`config.mk`:
```
export PLATFORM = sky130hd
export DESIGN_NAME = websocket_frame_deframer
export DESIGN_NICKNAME = d
export VERILOG_FILES = /design/src/rtl/wsd_pkg.sv /design/src/rtl/wsd_parser.sv /design/src/rtl/wsd_out_buf.sv /design/src/rtl/websocket_frame_deframer.sv
export SDC_FILE = /design/constraint.sdc
export NUM_CORES = 1
export LEC_CHECK = 0
export BUFFER_PORTS_ARGS = -buffer_cell sky130_fd_sc_hd__buf_4
export CAP_MARGIN = 20
export CORE_MARGIN = 2
export CORE_UTILIZATION = 45
export DETAILED_ROUTE_END_ITERATION = 10
export GPL_TIMING_DRIVEN = 0
export HOLD_SLACK_MARGIN = 0.03
export PLACE_DENSITY_LB_ADDON = 0.05
export SLEW_MARGIN = 25
export SYNTH_ARGS = -nofsm -noshare
export SYNTH_HDL_FRONTEND = slang
export SYNTH_SLANG_ARGS = --single-unit
```
`constraint.sdc`:
```
create_clock -name clk -period 9.29 [get_ports clk]
set_clock_uncertainty 0.15 [all_clocks]
set_input_delay 1.858 -clock clk [delete_from_list [all_inputs] [get_ports clk]]
set_output_delay 1.858 -clock clk [all_outputs]
set_load 0.01 [all_outputs]
```
`src/rtl/wsd_pkg.sv`:
```
package wsd_pkg;

  localparam int unsigned LEN_W  = 63;
  localparam int unsigned BYTE_W = 8;
  localparam int unsigned KEY_W  = 32;

  // Result kinds.
  localparam logic [1:0] KIND_HEADER  = 2'd0;
  localparam logic [1:0] KIND_PAYLOAD = 2'd1;
  localparam logic [1:0] KIND_BAD_OP  = 2'd2;
  localparam logic [1:0] KIND_EMPTY   = 2'd3;

  // Header byte codes.
  localparam logic [6:0] OPCODE_TEXT = 7'h01;
  localparam logic [6:0] LEN_EXT16   = 7'h7E;
  localparam logic [6:0] LEN_EXT64   = 7'h7F;

  // Remaining header bytes minus one for each extended length form and the mask key.
  localparam logic [2:0] EXT16_CNT = 3'd1;
  localparam logic [2:0] EXT64_CNT = 3'd7;
  localparam logic [2:0] KEY_CNT   = 3'd3;

  typedef struct packed {
    logic [1:0]        kind;
    logic [BYTE_W-1:0] data_byte;
    logic              last_of_frame;
    logic              final_fragment;
    logic [LEN_W-1:0]  frame_len;
  } wsd_result_t;

endpackage

```
`src/rtl/wsd_parser.sv`:
```
module wsd_parser (
  input  logic                       clk,
  input  logic                       rst_n,
  input  logic                       step,
  input  logic [7:0]                 rx_byte,
  output wsd_pkg::wsd_result_t       res
);
  import wsd_pkg::*;

  typedef enum logic [2:0] {
    PH_HDR0    = 3'd0,
    PH_HDR1    = 3'd1,
    PH_EXTLEN  = 3'd2,
    PH_MASK    = 3'd3,
    PH_PAYLOAD = 3'd4
  } phase_t;

  phase_t            phase_r, phase_nxt;
  logic              fin_r, fin_nxt;
  logic              mask_on_r, mask_on_nxt;
  logic [LEN_W-1:0]  len_r, len_nxt;
  logic [2:0]        hcnt_r, hcnt_nxt;
  logic [KEY_W-1:0]  key_r, key_nxt;
  logic [1:0]        kidx_r, kidx_nxt;
  logic [LEN_W-1:0]  left_r, left_nxt;

  logic              hdr_done;
  logic [1:0]        kind;
  logic [7:0]        data;
  logic              last;
  logic [7:0]        key_byte;

  always_comb begin
    phase_nxt   = phase_r;
    fin_nxt     = fin_r;
    mask_on_nxt = mask_on_r;
    len_nxt     = len_r;
    hcnt_nxt    = hcnt_r;
    key_nxt     = key_r;
    kidx_nxt    = kidx_r;
    left_nxt    = left_r;
    hdr_done    = 1'b0;
    kind        = KIND_HEADER;
    data        = '0;
    last        = 1'b0;
    key_byte    = '0;

    unique case (phase_r)
      PH_HDR1: begin
        mask_on_nxt = rx_byte[7];
        if (rx_byte[6:0] == LEN_EXT16) begin
          hcnt_nxt  = EXT16_CNT;
          len_nxt   = '0;
          phase_nxt = PH_EXTLEN;
        end else if (rx_byte[6:0] == LEN_EXT64) begin
          hcnt_nxt  = EXT64_CNT;
          len_nxt   = '0;
          phase_nxt = PH_EXTLEN;
        end else begin
          len_nxt  = {{(LEN_W-7){1'b0}}, rx_byte[6:0]};
          hdr_done = 1'b1;
        end
      end
      PH_EXTLEN: begin
        // Big-endian accumulation; the top bit of a 64-bit length falls off.
        len_nxt = {len_r[LEN_W-9:0], rx_byte};
        if (hcnt_r == 3'd0) begin
          hdr_done = 1'b1;
        end else begin
          hcnt_nxt = hcnt_r - 3'd1;
        end
      end
      PH_MASK: begin
        key_nxt = {key_r[KEY_W-9:0], rx_byte};
        if (hcnt_r == 3'd0) begin
          if (len_r == '0) begin
            phase_nxt = PH_HDR0;
            last      = 1'b1;
            kind      = KIND_EMPTY;
          end else begin
            left_nxt  = len_r;
            phase_nxt = PH_PAYLOAD;
          end
        end else begin
          hcnt_nxt = hcnt_r - 3'd1;
        end
      end
      PH_PAYLOAD: begin
        if (mask_on_r) begin
          unique case (kidx_r)
            2'd0:    key_byte = key_r[31:24];
            2'd1:    key_byte = key_r[23:16];
            2'd2:    key_byte = key_r[15:8];
            default: key_byte = key_r[7:0];
          endcase
        end
        data     = rx_byte ^ key_byte;
        kidx_nxt = kidx_r + 2'd1;
        kind     = KIND_PAYLOAD;
        if (left_r != '0) begin
          left_nxt = left_r - {{(LEN_W-1){1'b0}}, 1'b1};
        end
        // The count reaches zero when it was one or already zero.
        if (left_r[LEN_W-1:1] == '0) begin
          last      = 1'b1;
          phase_nxt = PH_HDR0;
        end
      end
      default: begin
        // First header byte; unused phase codes land here as well.
        phase_nxt   = PH_HDR0;
        fin_nxt     = rx_byte[7];
        len_nxt     = '0;
        mask_on_nxt = 1'b0;
        key_nxt     = '0;
        kidx_nxt    = '0;
        left_nxt    = '0;
        hcnt_nxt    = '0;
        if (rx_byte[6:0] != OPCODE_TEXT) begin
          kind = KIND_BAD_OP;
        end else begin
          phase_nxt = PH_HDR1;
        end
      end
    endcase

    if (hdr_done) begin
      if (mask_on_nxt) begin
        phase_nxt = PH_MASK;
        hcnt_nxt  = KEY_CNT;
      end else if (len_nxt == '0) begin
        phase_nxt = PH_HDR0;
        last      = 1'b1;
        kind      = KIND_EMPTY;
      end else begin
        left_nxt  = len_nxt;
        phase_nxt = PH_PAYLOAD;
      end
    end
  end

  assign res.kind           = kind;
  assign res.data_byte      = data;
  assign res.last_of_frame  = last;
  assign res.final_fragment = fin_nxt;
  assign res.frame_len      = len_nxt;

  always_ff @(posedge clk) begin
    if (!rst_n) begin
      phase_r   <= PH_HDR0;
      fin_r     <= 1'b0;
      mask_on_r <= 1'b0;
      len_r     <= '0;
      hcnt_r    <= '0;
      key_r     <= '0;
      kidx_r    <= '0;
      left_r    <= '0;
    end else if (step) begin
      phase_r   <= phase_nxt;
      fin_r     <= fin_nxt;
      mask_on_r <= mask_on_nxt;
      len_r     <= len_nxt;
      hcnt_r    <= hcnt_nxt;
      key_r     <= key_nxt;
      kidx_r    <= kidx_nxt;
      left_r    <= left_nxt;
    end
  end

endmodule

```
`src/rtl/wsd_out_buf.sv`:
```
module wsd_out_buf (
  input  logic                  clk,
  input  logic                  rst_n,
  input  logic                  push,
  input  wsd_pkg::wsd_result_t  push_data,
  output logic                  has_room,
  output logic                  head_valid,
  input  logic                  pop,
  output wsd_pkg::wsd_result_t  head
);
  import wsd_pkg::*;

  // Two-entry buffer: a full-rate stream keeps flowing and a stall on the
  // result side reaches the input side through has_room, taken from count_r.
  wsd_result_t slot0_r, slot0_nxt;
  wsd_result_t slot1_r, slot1_nxt;
  logic [1:0]  count_r, count_nxt;

  always_comb begin
    slot0_nxt = slot0_r;
    slot1_nxt = slot1_r;
    count_nxt = count_r;
    unique case ({push, pop})
      2'b10: begin
        if (count_r == 2'd0) begin
          slot0_nxt = push_data;
        end else begin
          slot1_nxt = push_data;
        end
        count_nxt = count_r + 2'd1;
      end
      2'b01: begin
        slot0_nxt = slot1_r;
        count_nxt = count_r - 2'd1;
      end
      2'b11: begin
        if (count_r == 2'd1) begin
          slot0_nxt = push_data;
        end else begin
          slot0_nxt = slot1_r;
          slot1_nxt = push_data;
        end
      end
      default: ;
    endcase
  end

  always_ff @(posedge clk) begin
    if (!rst_n) begin
      count_r <= '0;
    end else begin
      count_r <= count_nxt;
    end
    slot0_r <= slot0_nxt;
    slot1_r <= slot1_nxt;
  end

  assign has_room   = (count_r != 2'd2);
  assign head_valid = (count_r != 2'd0);
  assign head       = slot0_r;

endmodule

```
`src/rtl/websocket_frame_deframer.sv`:
```
// Channel  | Ports                                   | Moves
// in       | in_valid, in_ready, in_rx_byte          | one stream byte per word
// out      | out_valid, out_ready, out_kind, ...     | one result word per byte
//
// Every accepted byte yields exactly one result word, which is held in the
// result buffer and offered once older words on the result side have gone.
// Throughput is one byte per clock while in_ready is high; the parser state
// updates in the cycle a byte is taken. Reset clears the parser to wait for
// a first header byte and empties the two-entry result buffer. A stall on
// out_ready drops in_ready once both buffer entries are occupied.
module websocket_frame_deframer (
  input  logic        clk,
  input  logic        rst_n,
  input  logic        in_valid,
  output logic        in_ready,
  input  logic [7:0]  in_rx_byte,
  output logic        out_valid,
  input  logic        out_ready,
  output logic [1:0]  out_kind,
  output logic [7:0]  out_data_byte,
  output logic        out_last_of_frame,
  output logic        out_final_fragment,
  output logic [62:0] out_frame_len
);
  import wsd_pkg::*;

  logic        step;
  logic        room;
  wsd_result_t res;
  wsd_result_t head;

  assign in_ready = room;
  assign step     = in_valid & room;

  wsd_parser u_parser (
    .clk     (clk),
    .rst_n   (rst_n),
    .step    (step),
    .rx_byte (in_rx_byte),
    .res     (res)
  );

  wsd_out_buf u_out_buf (
    .clk        (clk),
    .rst_n      (rst_n),
    .push       (step),
    .push_data  (res),
    .has_room   (room),
    .head_valid (out_valid),
    .pop        (out_valid & out_ready),
    .head       (head)
  );

  assign out_kind           = head.kind;
  assign out_data_byte      = head.data_byte;
  assign out_last_of_frame  = head.last_of_frame;
  assign out_final_fragment = head.final_fragment;
  assign out_frame_len      = head.frame_len;

endmodule

```
==> impl_metrics.prom <==
# TYPE chip_impl_metric gauge
chip_impl_metric{name="cts_repair_resize_count",unit=""} 0
chip_impl_metric{name="place_hpwl",unit="um"} 47800
chip_impl_metric{name="clock_input_transition_at_the_sequential_cells_of_the_worst_setup_and_hold_paths",unit="ps"} 60
chip_impl_info{name="holdCritPathClass",value="reg -> reg"} 1
chip_impl_metric{name="die_h",unit="um"} 195
chip_impl_metric{name="internal_power",unit="W"} 0.00451
chip_impl_metric{name="p_sw",unit="W"} 0.00406
chip_impl_metric{name="drive_above_1_share",unit=""} 0.100
chip_impl_metric{name="yosysWarnings",unit=""} 0
chip_impl_metric{name="timing.final.setup_violations",unit=""} 0
chip_impl_metric{name="fillerInstances",unit=""} 3359
chip_impl_metric{name="combPwrFrac",unit=""} 0.542
chip_impl_metric{name="slew_headroom",unit=""} 0.226
chip_impl_metric{name="dr_drc_count",unit=""} 0
chip_impl_metric{name="post_cts_setup_buffers",unit=""} 0
chip_impl_metric{name="p_leak",unit="nW"} 7.90
chip_impl_metric{name="clock_sink_count",unit=""} 320
chip_impl_metric{name="core-area",unit="um2"} 35700
chip_impl_metric{name="critical_path_arrival",unit="ps"} 6530
chip_impl_metric{name="cts_max_path_buffers",unit=""} 3
chip_impl_metric{name="post_synth_num_cell_types",unit=""} 76
chip_impl_metric{name="sequentialPowerShare",unit=""} 0.282
chip_impl_metric{name="route.final.wire_length",unit="um"} 65100
chip_impl_metric{name="max-vdd-ir-drop",unit="uV"} 300
chip_impl_metric{name="routed_via_density",unit=""} 6.45
chip_impl_metric{name="floorplan.initialDensity",unit=""} 0.458
chip_impl_metric{name="min_period",unit="ps"} 6310
chip_impl_metric{name="fmax",unit="MHz"} 158
chip_impl_metric{name="grtUsageTotal",unit=""} 0.340
chip_impl_metric{name="switching_share_of_power",unit=""} 0.474
chip_impl_metric{name="htree_num_levels",unit=""} 2
chip_impl_metric{name="design.portCount",unit=""} 89
chip_impl_metric{name="port-buffer-count",unit=""} 86
chip_impl_metric{name="final_hold_violation_count",unit=""} 0
chip_impl_metric{name="placed_cells_incl_taps",unit=""} 2309
chip_impl_metric{name="gpl.final_weighted_congestion",unit=""} 1.00
chip_impl_metric{name="area_growth_syn_to_layout",unit="%"} 16.3
chip_impl_info{name="rsz0062_at_grt",value="no"} 1
chip_impl_metric{name="cellPowerDensity",unit="nW/um2"} 450
chip_impl_info{name="setup.worst_path.start_class",value="input pin"} 1
chip_impl_metric{name="layout.nets",unit=""} 1914
chip_impl_metric{name="clock_power_share",unit=""} 0.176
chip_impl_info{name="run_status",value="completed"} 1
chip_impl_info{name="path_class",value="in -> reg"} 1
chip_impl_metric{name="first_pass_iteration_count_of_the_detailed_router",unit=""} 6
chip_impl_metric{name="worst-endpoint-required",unit="ps"} 9510
chip_impl_metric{name="seq_area_frac_synth",unit=""} 0.483
chip_impl_metric{name="antenna_left",unit=""} 0
chip_impl_metric{name="grt_pass1_wl",unit="um"} 96000
chip_impl_info{name="clk_root_buffer_cell",value="clkbuf_16"} 1
chip_impl_metric{name="wl_per_cell",unit="um"} 27.4
chip_impl_metric{name="post_cts_hold_buffer_count",unit=""} 0
chip_impl_metric{name="synth-seq-cells",unit=""} 320
chip_impl_metric{name="worstPathMaxFanout",unit=""} 11
chip_impl_metric{name="vias",unit=""} 15341
chip_impl_metric{name="via_count_of_the_first_global_routing_pass",unit=""} 14153
chip_impl_metric{name="period_share",unit=""} 0.680
chip_impl_metric{name="cts_made_buffers",unit=""} 38
chip_impl_info{name="critPathCaptureType",value="flip-flop"} 1
chip_impl_metric{name="netlist_instances",unit=""} 1755
chip_impl_metric{name="core.rowCount",unit=""} 69
chip_impl_metric{name="synthesis.area_per_instance",unit="um2"} 9.34
chip_impl_metric{name="syn_area",unit="um2"} 16400
chip_impl_metric{name="timing_max_transition_violations_final",unit=""} 0
chip_impl_info{name="tritoncts",value="built"} 1
chip_impl_metric{name="dieArea",unit="um2"} 38000
chip_impl_metric{name="globalRouteOverflowTotal",unit=""} 0
chip_impl_metric{name="synth.net_count",unit=""} 1781
chip_impl_metric{name="antenna_found_initial",unit=""} 1
chip_impl_metric{name="dr.first_iter.drc_count",unit=""} 2090
chip_impl_metric{name="synth-edff-count",unit=""} 150
chip_impl_metric{name="largest_net_degree_at_the_start_of_global_routing",unit=""} 25
chip_impl_metric{name="ys_async_sr_fraction",unit=""} 0
chip_impl_metric{name="clk-insertion-delay-late",unit="ps"} 570
chip_impl_metric{name="worst-slew-pin-transition",unit="ps"} 1160
chip_impl_metric{name="fp.dieW",unit="um"} 195
chip_impl_metric{name="finalCoreUtilization",unit=""} 0.533
chip_impl_info{name="ys_flop_type",value="dfxtp_1"} 1
chip_impl_metric{name="final_cells",unit=""} 2379
chip_impl_metric{name="max_cap_violations",unit=""} 0
-- flip-flops by register name, indices dropped and copies added, names as in the netlist --
| register | cells |
|---|---|
| u_out_buf.head | 75 |
| u_parser.mask_on_r | 1 |
| u_out_buf.slot1_r | 75 |
| u_parser.len_r | 63 |
| u_parser.kidx_r | 2 |
| u_out_buf.count_r | 2 |
| u_parser.key_r | 32 |
| u_parser.phase_r | 3 |
| u_parser.fin_r | 1 |
| u_parser.hcnt_r | 3 |
| u_parser.left_r | 63 |
-- logic make-up after synthesis --
| kind of cell | after synthesis | share of synthesized area |
|---|---|---|
| AOI/OAI and AO/OA | 573 | 0.253 |
| buffers and inverters | 229 | 0.0556 |
| DFF | 320 | 0.483 |
| adders and majority gates | 14 | 0.0107 |
| xor gates and xnor gates | 36 | 0.0192 |
| and+or+nand+nor | 570 | 0.171 |
| muxes | 13 | 0.00802 |
-- Yosys cell counts, types with 10 or more instances --
cell / count / area [um2]
a21boi_0: 35 / 263
a21oi_1: 83 / 415
a222oi_1: 12 / 120
a22o_1: 59 / 517
a22oi_1: 83 / 623
a31oi_1: 14 / 87.6
and2_1: 14 / 87.6
buf_1: 14 / 52.6
buf_2: 11 / 55.1
clkbuf_1: 118 / 443
dfxtp_1: 170 / 3400
edfxtp_1: 150 / 4500
ha_1: 14 / 175
inv_1: 80 / 300
mux2i_1: 12 / 120
nand2_1: 232 / 871
nand2b_1: 13 / 81.3
nand3_1: 67 / 335
nand4_1: 23 / 144
nor2_1: 80 / 300
nor3_1: 29 / 145
nor4_1: 33 / 206
o211a_1: 66 / 661
o211ai_1: 25 / 188
o21ai_0: 112 / 561
o31ai_1: 10 / 75.1
or3_1: 13 / 81.3
or4_1: 16 / 120
xnor2_1: 20 / 175
xor2_1: 16 / 140
-- power by group through the flow --
stage               sequential, W  combinational (W)  clock [W]
global route              0.00246            0.00492    0.00158
detailed placement        0.00243            0.00449          0
CTS                       0.00240            0.00450    0.00152
global placement          0.00250            0.00433          0
finish                    0.00242            0.00464    0.00150
floorplan                 0.00246            0.00277          0
-- cell type report --
cell class | count | area (um2) | share of cell area
Multi-Input combinational cell | 1206 | 7600 | 0.399
Antenna cell | 1 | 2.50 | 0.000131
Clock buffer | 51 | 1050 | 0.0552
Sequential cell | 320 | 7910 | 0.415
Clock inverter | 18 | 180 | 0.00946
Inverter | 80 | 300 | 0.0158
Buffer | 149 | 611 | 0.0320
Tap cell | 461 | 577 | 0.0303
Timing Repair Buffer | 93 | 826 | 0.0433
-- metal layers --
layer	track usage	share of wire	wire, um	up-vias
li1	-	-	-	6838
met1	0.504	0.44	28800	7511
met2	0.476	0.41	26500	841
met3	0.0880	0.11	7410	151
met4	0.121	0.036	2350	0
met5	0	0	0	-
-- worst max-delay path, stage by stage --
cell and delay [ps]:
buf_4 70, nand2_1 330, inv_1 260, clkbuf_1 570
clkbuf_1 710, clkbuf_1 690, ha_1 420, a21oi_1 110
nor2_1 200, clkbuf_1 470, clkbuf_1 560, nand2_1 120
o21ai_0 130
-- worst paths after layout --
| kind | from | end | slack (ps) | cells past startpoint |
|---|---|---|---|---|
| worst max-delay path | in_valid | u_out_buf.head[61] | 2980 | 13 |
| worst max register to register | u_out_buf.count_r[0] | u_out_buf.head[61] | 3560 | 15 |
| worst min-delay path | u_parser.key_r[24] | u_parser.key_r[24] | 320 | 2 |
| worst min register to register | u_parser.key_r[24] | u_parser.key_r[24] | 320 | 2 |
-- cell usage in the layout, fill, tap and decap left out, types with 39 or more instances in the layout --
| cell type | n |
|---|---|
| a21oi_1 | 82 |
| clkbuf_16 | 39 |
| clkbuf_1 | 127 |
| dfxtp_1 | 170 |
| a22o_1 | 59 |
| o21ai_0 | 111 |
| buf_4 | 88 |
| a22oi_1 | 83 |
| nand3_1 | 67 |
| nand2_1 | 232 |
| o211a_1 | 66 |
| inv_1 | 80 |
| edfxtp_1 | 150 |
| nor2_1 | 80 |
-- metrics by stage --
| step | total power (W) | cell area, um2 | setup WS (ps) | hold WS [ps] | TNS [ps] |
|---|---|---|---|---|---|
| final | 0.00857 | 19100 | 2980 | 322 | 0 |
| after global placement | 0.00684 | 17600 | -1600 | 303 | -232680 |
| after detailed placement | 0.00692 | 17800 | 2580 | 317 | 0 |
| after CTS | 0.00842 | 19000 | 3140 | 324 | 0 |
| after global routing | 0.00895 | 19100 | 2910 | 340 | 0 |
| after floorplan | 0.00523 | 16400 | 1010 | 287 | 0 |
Note: power is estimated with default switching activity, not from simulation.
